### src/rtl/core/dsched_pkg.sv
package dsched_pkg;

  localparam int QUEUE_DEPTH = 16;
  localparam int BLOCK_BITS  = 24;
  localparam int IDX_W       = (QUEUE_DEPTH > 1) ? $clog2(QUEUE_DEPTH) : 1;
  localparam int CNT_W       = $clog2(QUEUE_DEPTH + 1);
  localparam int TAG_W       = 8;
  localparam int STAT_W      = 3;
  localparam int TRAVEL_W    = 32;
  localparam int MODE_W      = 2;
  localparam int CFG_IDX_W   = 2;
  localparam int CFG_DATA_W  = BLOCK_BITS + 1;

  localparam logic OP_ENQUEUE  = 1'b0;
  localparam logic OP_DISPATCH = 1'b1;

  localparam logic [CFG_IDX_W-1:0] CFG_SCHED_MODE  = CFG_IDX_W'(0);
  localparam logic [CFG_IDX_W-1:0] CFG_DISK_BLOCKS = CFG_IDX_W'(1);

  localparam logic [MODE_W-1:0] MODE_FCFS  = MODE_W'(0);
  localparam logic [MODE_W-1:0] MODE_CSCAN = MODE_W'(1);
  localparam logic [MODE_W-1:0] MODE_SSTF  = MODE_W'(2);

  typedef enum logic [STAT_W-1:0] {
    ST_ENQUEUED   = 3'd0,
    ST_DISPATCHED = 3'd1,
    ST_FULL       = 3'd2,
    ST_EMPTY      = 3'd3,
    ST_RANGE      = 3'd4
  } status_t;

  typedef enum logic [2:0] {
    CMD_IDLE,
    CMD_LOAD,
    CMD_EXEC,
    CMD_SCAN,
    CMD_PICK,
    CMD_SHIFT,
    CMD_RESULT
  } dp_cmd_t;

  typedef struct packed {
    logic dispatch;
    logic empty;
    logic scan_last;
    logic shift_last;
  } dp_stat_t;

  typedef struct packed {
    logic [BLOCK_BITS-1:0] blk;
    logic [TAG_W-1:0]      tag;
  } entry_t;

  function automatic logic [BLOCK_BITS-1:0] abs_diff(input logic [BLOCK_BITS-1:0] a,
                                                     input logic [BLOCK_BITS-1:0] b);
    abs_diff = (a >= b) ? (a - b) : (b - a);
  endfunction

endpackage

### src/rtl/core/dsched_ctrl.sv
module dsched_ctrl
  import dsched_pkg::*;
(
  input  logic     clk,
  input  logic     rst,
  input  logic     in_valid,
  input  logic     out_stall,
  input  dp_stat_t stat,
  output logic     in_stall,
  output logic     out_valid,
  output dp_cmd_t  cmd
);

  typedef enum logic [2:0] {
    S_IDLE,
    S_EXEC,
    S_SCAN,
    S_PICK,
    S_SHIFT,
    S_DONE
  } state_t;

  state_t state, state_next;
  logic   out_free;

  assign out_free = !out_valid || !out_stall;
  assign in_stall = (state != S_IDLE);

  always_comb begin
    state_next = state;
    cmd        = CMD_IDLE;
    unique case (state)
      S_IDLE: begin
        if (in_valid) begin
          cmd        = CMD_LOAD;
          state_next = S_EXEC;
        end
      end
      S_EXEC: begin
        cmd = CMD_EXEC;
        if (stat.dispatch && !stat.empty) begin
          state_next = S_SCAN;
        end else begin
          state_next = S_DONE;
        end
      end
      S_SCAN: begin
        cmd = CMD_SCAN;
        if (stat.scan_last) begin
          state_next = S_PICK;
        end
      end
      S_PICK: begin
        cmd        = CMD_PICK;
        state_next = S_SHIFT;
      end
      S_SHIFT: begin
        cmd = CMD_SHIFT;
        if (stat.shift_last) begin
          state_next = S_DONE;
        end
      end
      S_DONE: begin
        if (out_free) begin
          cmd        = CMD_RESULT;
          state_next = S_IDLE;
        end
      end
      default: state_next = S_IDLE;
    endcase
  end

  always_ff @(posedge clk) begin
    if (rst) begin
      state     <= S_IDLE;
      out_valid <= 1'b0;
    end else begin
      state <= state_next;
      if (cmd == CMD_RESULT) begin
        out_valid <= 1'b1;
      end else if (!out_stall) begin
        out_valid <= 1'b0;
      end
    end
  end

endmodule

### src/rtl/core/dsched_dp.sv
module dsched_dp
  import dsched_pkg::*;
(
  input  logic                  clk,
  input  logic                  rst,
  input  dp_cmd_t               cmd,
  output dp_stat_t              stat,
  input  logic                  opcode,
  input  logic [BLOCK_BITS-1:0] req_block,
  input  logic [TAG_W-1:0]      req_tag,
  input  logic                  cfg_valid,
  output logic                  cfg_ready,
  input  logic [CFG_IDX_W-1:0]  cfg_index,
  input  logic [CFG_DATA_W-1:0] cfg_data,
  output logic [STAT_W-1:0]     status,
  output logic [TAG_W-1:0]      out_tag,
  output logic [BLOCK_BITS-1:0] out_block,
  output logic [BLOCK_BITS-1:0] seek_distance,
  output logic [TRAVEL_W-1:0]   total_travel,
  output logic [CNT_W-1:0]      pending_count
);

  entry_t mem [QUEUE_DEPTH];
  entry_t rd_data;
  logic [IDX_W-1:0] rd_addr;
  logic             mem_we;
  logic [IDX_W-1:0] mem_waddr;
  entry_t           mem_wdata;

  logic                  op_q;
  logic [BLOCK_BITS-1:0] blk_q;
  logic [TAG_W-1:0]      tag_q;

  logic [MODE_W-1:0]     mode;
  logic [CFG_DATA_W-1:0] dblocks;
  logic [CNT_W-1:0]      count;
  logic [BLOCK_BITS-1:0] head;
  logic [TRAVEL_W-1:0]   travel;

  logic [IDX_W-1:0]      eval_idx;
  logic [IDX_W-1:0]      best_idx, low_idx;
  entry_t                best_ent, low_ent;
  logic [BLOCK_BITS-1:0] bestd;
  logic                  found;

  logic [IDX_W-1:0]      wptr;
  status_t               res_status;
  entry_t                sel_ent;
  logic [BLOCK_BITS-1:0] res_seek;

  logic                  is_oor, is_full;
  logic [BLOCK_BITS-1:0] scan_d;
  logic                  scan_ge;
  logic                  use_low;
  logic [IDX_W-1:0]      pick_idx;
  entry_t                pick_ent;
  logic [TRAVEL_W:0]     tsum;
  logic [TRAVEL_W-1:0]   travel_next;

  assign cfg_ready = 1'b1;

  assign is_oor  = {1'b0, blk_q} >= dblocks;
  assign is_full = count >= CNT_W'(QUEUE_DEPTH);

  assign stat.dispatch   = (op_q == OP_DISPATCH);
  assign stat.empty      = (count == '0);
  assign stat.scan_last  = (CNT_W'(eval_idx) + CNT_W'(1)) == count;
  assign stat.shift_last = (CNT_W'(wptr) + CNT_W'(1)) >= count;

  assign scan_d  = abs_diff(rd_data.blk, head);
  assign scan_ge = rd_data.blk >= head;

  assign use_low  = (mode == MODE_CSCAN) && !found;
  assign pick_idx = use_low ? low_idx : best_idx;
  assign pick_ent = use_low ? low_ent : best_ent;

  assign tsum        = {1'b0, travel} + (TRAVEL_W + 1)'(res_seek);
  assign travel_next = tsum[TRAVEL_W] ? '1 : tsum[TRAVEL_W-1:0];

  always_comb begin
    rd_addr   = '0;
    mem_we    = 1'b0;
    mem_waddr = wptr;
    mem_wdata = rd_data;
    case (cmd)
      CMD_EXEC: begin
        mem_we    = (op_q == OP_ENQUEUE) && !is_oor && !is_full;
        mem_waddr = count[IDX_W-1:0];
        mem_wdata = '{blk: blk_q, tag: tag_q};
      end
      CMD_SCAN:  rd_addr = eval_idx + IDX_W'(1);
      CMD_PICK:  rd_addr = pick_idx + IDX_W'(1);
      CMD_SHIFT: begin
        rd_addr = wptr + IDX_W'(2);
        mem_we  = !stat.shift_last;
      end
      default: ;
    endcase
  end

  always_ff @(posedge clk) begin
    if (mem_we) begin
      mem[mem_waddr] <= mem_wdata;
    end
    rd_data <= mem[rd_addr];
  end

  always_ff @(posedge clk) begin
    if (rst) begin
      mode    <= MODE_CSCAN;
      dblocks <= CFG_DATA_W'(1) << BLOCK_BITS;
      count   <= '0;
      head    <= '0;
      travel  <= '0;
    end else begin
      if (cfg_valid && cfg_ready) begin
        if (cfg_index == CFG_SCHED_MODE) begin
          mode <= cfg_data[MODE_W-1:0];
        end else if (cfg_index == CFG_DISK_BLOCKS) begin
          dblocks <= cfg_data;
        end
      end
      case (cmd)
        CMD_LOAD: begin
          op_q  <= opcode;
          blk_q <= req_block;
          tag_q <= req_tag;
        end
        CMD_EXEC: begin
          sel_ent  <= '0;
          res_seek <= '0;
          eval_idx <= '0;
          if (op_q == OP_ENQUEUE) begin
            if (is_oor) begin
              res_status <= ST_RANGE;
            end else if (is_full) begin
              res_status <= ST_FULL;
            end else begin
              res_status <= ST_ENQUEUED;
              count      <= count + CNT_W'(1);
            end
          end else if (count == '0) begin
            res_status <= ST_EMPTY;
          end else begin
            res_status <= ST_DISPATCHED;
          end
        end
        CMD_SCAN: begin
          eval_idx <= eval_idx + IDX_W'(1);
          if (eval_idx == '0) begin
            best_idx <= eval_idx;
            best_ent <= rd_data;
            bestd    <= scan_d;
            found    <= scan_ge;
            low_idx  <= eval_idx;
            low_ent  <= rd_data;
          end else begin
            if (rd_data.blk < low_ent.blk) begin
              low_idx <= eval_idx;
              low_ent <= rd_data;
            end
            if (mode == MODE_CSCAN) begin
              if (scan_ge && (!found || rd_data.blk < best_ent.blk)) begin
                best_idx <= eval_idx;
                best_ent <= rd_data;
                found    <= 1'b1;
              end
            end else if (mode == MODE_SSTF) begin
              if (scan_d < bestd) begin
                best_idx <= eval_idx;
                best_ent <= rd_data;
                bestd    <= scan_d;
              end
            end
          end
        end
        CMD_PICK: begin
          sel_ent  <= pick_ent;
          res_seek <= abs_diff(pick_ent.blk, head);
          head     <= pick_ent.blk;
          wptr     <= pick_idx;
        end
        CMD_SHIFT: begin
          if (stat.shift_last) begin
            count <= count - CNT_W'(1);
          end else begin
            wptr <= wptr + IDX_W'(1);
          end
        end
        CMD_RESULT: begin
          travel        <= travel_next;
          status        <= res_status;
          out_tag       <= sel_ent.tag;
          out_block     <= sel_ent.blk;
          seek_distance <= res_seek;
          total_travel  <= travel_next;
          pending_count <= count;
        end
        default: ;
      endcase
    end
  end

endmodule

### src/rtl/core/disk_request_scheduler.sv
// Disk request scheduler: a table of pending requests with a head position.
// Input channel (in_valid / in_stall): opcode selects enqueue or dispatch;
// enqueue carries req_block and req_tag. Output channel (out_valid /
// out_stall): exactly one result word per input word, in order.
// Configuration channel (cfg_valid / cfg_ready, always ready): index 0 sets
// sched_mode (0 FCFS, 1 C-SCAN, 2 SSTF), index 1 sets disk_blocks.
// One word is worked at a time. A dispatch on a non-empty table scans the
// pending entries to select one, then closes the gap that the taken entry
// leaves; the table memory has one read port, so the selection scan reads
// one entry per cycle and closing the gap moves one entry per cycle.
// The result sits in an output register; the next word is accepted while it
// waits, but a finished result holds in the pipeline until the register is
// free, and in_stall stays high meanwhile.
// Reset empties the table, puts the head at block 0, clears the total, and
// sets C-SCAN mode with the full 2^24 block range.
module disk_request_scheduler
  import dsched_pkg::*;
(
  input  logic                  clk,
  input  logic                  rst,
  input  logic                  in_valid,
  output logic                  in_stall,
  input  logic                  opcode,
  input  logic [BLOCK_BITS-1:0] req_block,
  input  logic [TAG_W-1:0]      req_tag,
  output logic                  out_valid,
  input  logic                  out_stall,
  output logic [STAT_W-1:0]     status,
  output logic [TAG_W-1:0]      out_tag,
  output logic [BLOCK_BITS-1:0] out_block,
  output logic [BLOCK_BITS-1:0] seek_distance,
  output logic [TRAVEL_W-1:0]   total_travel,
  output logic [CNT_W-1:0]      pending_count,
  input  logic                  cfg_valid,
  output logic                  cfg_ready,
  input  logic [CFG_IDX_W-1:0]  cfg_index,
  input  logic [CFG_DATA_W-1:0] cfg_data
);

  dp_cmd_t  cmd;
  dp_stat_t stat;

  dsched_ctrl u_ctrl (
    .clk       (clk),
    .rst       (rst),
    .in_valid  (in_valid),
    .out_stall (out_stall),
    .stat      (stat),
    .in_stall  (in_stall),
    .out_valid (out_valid),
    .cmd       (cmd)
  );

  dsched_dp u_dp (
    .clk           (clk),
    .rst           (rst),
    .cmd           (cmd),
    .stat          (stat),
    .opcode        (opcode),
    .req_block     (req_block),
    .req_tag       (req_tag),
    .cfg_valid     (cfg_valid),
    .cfg_ready     (cfg_ready),
    .cfg_index     (cfg_index),
    .cfg_data      (cfg_data),
    .status        (status),
    .out_tag       (out_tag),
    .out_block     (out_block),
    .seek_distance (seek_distance),
    .total_travel  (total_travel),
    .pending_count (pending_count)
  );

endmodule

### config.mk
export PLATFORM = sky130hd
export DESIGN_NAME = disk_request_scheduler
export DESIGN_NICKNAME = d
export VERILOG_FILES = /design/src/rtl/core/dsched_pkg.sv /design/src/rtl/core/dsched_ctrl.sv /design/src/rtl/core/dsched_dp.sv /design/src/rtl/core/disk_request_scheduler.sv
export SDC_FILE = /design/constraint.sdc
export NUM_CORES = 2
export LEC_CHECK = 0
export BUFFER_PORTS_ARGS = -buffer_cell sky130_fd_sc_hd__buf_2
export CORE_MARGIN = 1
export CORE_UTILIZATION = 33
export DETAILED_ROUTE_END_ITERATION = 16
export HOLD_SLACK_MARGIN = 0.03
export PLACE_DENSITY = 0.5
export SLEW_MARGIN = 20
export SYNTH_ARGS = -nofsm -noshare
export SYNTH_HDL_FRONTEND = slang
export SYNTH_SLANG_ARGS = --single-unit
### constraint.sdc
create_clock -name clk -period 6.56 [get_ports clk]
set_input_delay 0.984 -clock clk [delete_from_list [all_inputs] [get_ports clk]]
set_output_delay 0.984 -clock clk [all_outputs]
set_load 0.01 [all_outputs]
==> reports/summary.txt <==
Number of hold buffers added after CTS = 0
Syn-to-layout area delta = 15.3%
Clock-pin slew on the worst setup and hold paths = 0.07 ns
Post-Synth Simple-Gate Area = 11.3%
R2R cell count = 22
RSZ-0062 raised after global routing = no
Setup Fix Bufs, Post-CTS = 0
Routed WL = 129 mm
Crit-path cells = inv_1 > ha_1 > nand4_2 > nor4_4 > o211ai_1 > nand3_4 > mux2_2 > a21oi_1 > o21ai_0 > a21oi_1 > xnor2_1 > ha_1 > a21o_1 > a21o_1 > a21o_1 > a21o_1 > a21oi_1 > o21ai_0 > and2_1 > nor3_4 > o21bai_4 > buf_12
Max-cap viol count = 0
Layout cells sized above 1 = 12.6%
Die Wd = 366 um
CTS Buffer Depth = 3
Syn Area/Cell = 11.9 um2
Max-slew violations = 0
Critical Path Stages = 22
CP max FO = 27
Ports = 164
GRT Overall Usage = 18.8%
Grt total ovfl = 0
Worst Path Arrival = 6.08 ns
Hold depth = 0
Layout fillers = 12.8k
CP delay by family, top = compound AO/OA/AOI/OAI gates
CP dominant cell by count = a21o_1
Critical path required time = 6.96 ns
Largest family of logic cells by synthesized area = compound AO/OA/AOI/OAI gates
Adder-Cell Fraction of Synth Area = 6.69%
Hpwl dp = 86.2 mm
Syn Nets = 3,977
Worst-Margin Slew = 1.05 ns
Post-synth ARST share = 0%
Xor/xnor share of the synthesized area = 1.42%
Final core occ = 38.3%
Worst Path Class, Setup = reg -> reg
Latest clock arrival within the worst-skew pair = 0.74 ns
Number of global-route vias before repair = 28.0k
Antenna Violating Nets Remaining = 0
Crit path buf inv count = 2
Clock skew = 0.0638 ns
Post-route insts no fill = 5,692
Post-Syn Instances = 3,682
Chip height = 366 um
Number of synthesized register bits = 929
Ys flop type = edfxtp_1
Post-synthesis cell area = 43,700 um2
Most common cell after layout, fill and taps aside = edfxtp_1
First-pass GRT wire length = 189 mm
H-tree depth = 3
Post-CTS Resized = 0
Largest net degree at the start of global routing = 84
Worst Hold Class = reg -> reg
Post-route DRC = 0
Vias per std cell = 5.16
Crit-path slowest cell = ha_1
Initial detailed-routing violation count = 2,348
Post-synthesis mux area share = 2.01%
Commonest cells after routing, fill and taps aside = edfxtp_1 (805), nand2_1 (492), a21oi_1 (267)
Largest stage delay, worst path = 0.52 ns
IO buf count = 162
Synth top area share = 55.3%
Routed len/inst = 22.7 um
Final setup vio count = 0
Final Hold Fails = 0
Num rows = 133
PwrDens = 407 nW/um2
Setup TNS = 0 ns
Worst VDD drop = 0.245 mV
CTS tree = built
Drt first pass iters = 5
Max Freq = 0.176 GHz
Final worst setup slack = 0.879 ns
Pre-CTS setup slack = 0.897 ns
Final min period = 5.68 ns
Compound-Gate Fraction of Synth Area = 13.8%
Syn. warnings = 0
Initial antenna violation count = 11
Post-synth EDFFs = 805
Status = completed
Crit path capture type = register
Placed cell count = 5,495
Num CTS Buffers = 102
Final Wtd Congestion = 0.910
Synth area leaders = edfxtp_1 (55%), ha_1 (6.4%), dfxtp_1 (5.7%), nand2_1 (4.2%), a21oi_1 (3.1%)
Final period util = 86.6%
Sequential area share after synthesis = 61.0%
Sink Count = 929
Root Driver = clkbuf_16
Final #Nets = 4,139
Startpoint types = register
Library cells used by synthesis = 95
Cell taking the most area after synthesis = edfxtp_1
Worst rel slew slack = 29.4%
Initial core utilization = 33.2%
Via count = 29.4k
Core Area = 131,000 um2
Leakage power = 18.5 nW
Die Area = 134,000 um2
logic make-up (layout without fill, tap and decap cells):
logic type      count (synthesis)  after routing
simple gates                 1060           1060
buf+inv                       400            652
fa+ha+maj                     230            230
mux                            85             85
flops                         929            929
compound gates                906            906
other cells                     1              4
xor+xnor                       71             71
layer usage:
layer  up-vias  GRT usage (%)  share of wire, %
li1      13900              -                 -
met1     14500           27.6                48
met2       836           29.0                45
met3       161           2.61               5.2
met4         0           4.81               2.2
met5         -              0                 0
state kept, by name, indices dropped and copies added, names as in the netlist, 4 cells and up:
register,cells
u_dp.seek_distance,24
u_dp.rd_data,32
u_dp.low_ent,32
u_dp.wptr,4
u_dp.head,24
u_dp.sel_ent,32
u_dp.dblocks,25
u_dp.out_tag,8
u_dp.tag_q,8
u_dp.res_seek,24
u_dp.best_idx,4
u_dp.mem,512
u_dp.bestd,24
u_dp.eval_idx,4
u_dp.total_travel,32
u_dp.low_idx,4
u_dp.travel,32
u_dp.pending_count,5
u_dp.count,5
u_dp.blk_q,24
u_dp.best_ent,32
u_dp.out_block,24
Yosys cell counts (all sizes together), types with 78 or more instances:
library cell	n
edfxtp	805
nand2	494
a21oi	273
ha	224
nor2	201
inv	198
and2	140
a211oi	139
clkbuf	130
dfxtp	124
o21ai	123
a31oi	97
a21o	78
metrics by stage:
| stage | power [mW] | area, um2 | hold WS [ns] |
|---|---|---|---|
| 4_1_cts | 20.6 | 50300 | 0.373 |
| 3_5_place_dp | 14.7 | 46900 | 0.405 |
| 6_report | 20.5 | 50400 | 0.412 |
| 5_1_grt | 21.5 | 50300 | 0.390 |
| 3_3_place_gp | 14.7 | 46900 | 0.401 |
| 2_1_floorplan | 12.3 | 43700 | 0.400 |
power by group:
part | switching (mW) | internal [mW] | total, mW
logic | 4.31 | 2.07 | 6.38
clock network | 2.48 | 3.39 | 5.87
registers | 0.417 | 7.80 | 8.22
final timing paths:
path                                 start                          end  slack, ns
max             u_dp.head[17]$_SDFFE_PP0P_  u_dp.best_ent[18]$_DFFE_PP_       0.88
min          u_dp.sel_ent[5]$_SDFFCE_PN0P_    u_dp.out_tag[5]$_DFFE_PP_       0.41
max reg2reg     u_dp.head[17]$_SDFFE_PP0P_  u_dp.best_ent[18]$_DFFE_PP_       0.88
min reg2reg  u_dp.sel_ent[5]$_SDFFCE_PN0P_    u_dp.out_tag[5]$_DFFE_PP_       0.41
area by class of cell:
class,instances,area [um2],area share [%]
timing repair buffer,260,1660,3.30
inverter,198,743,1.48
multi-input combinational,2353,15700,31.1
antenna,3,7.51,0.0149
sequential,929,26700,52.9
tap,1755,2200,4.36
clock inverter,53,602,1.20
clock buffer,141,2820,5.60
Power figures use the tool's default switching activity.
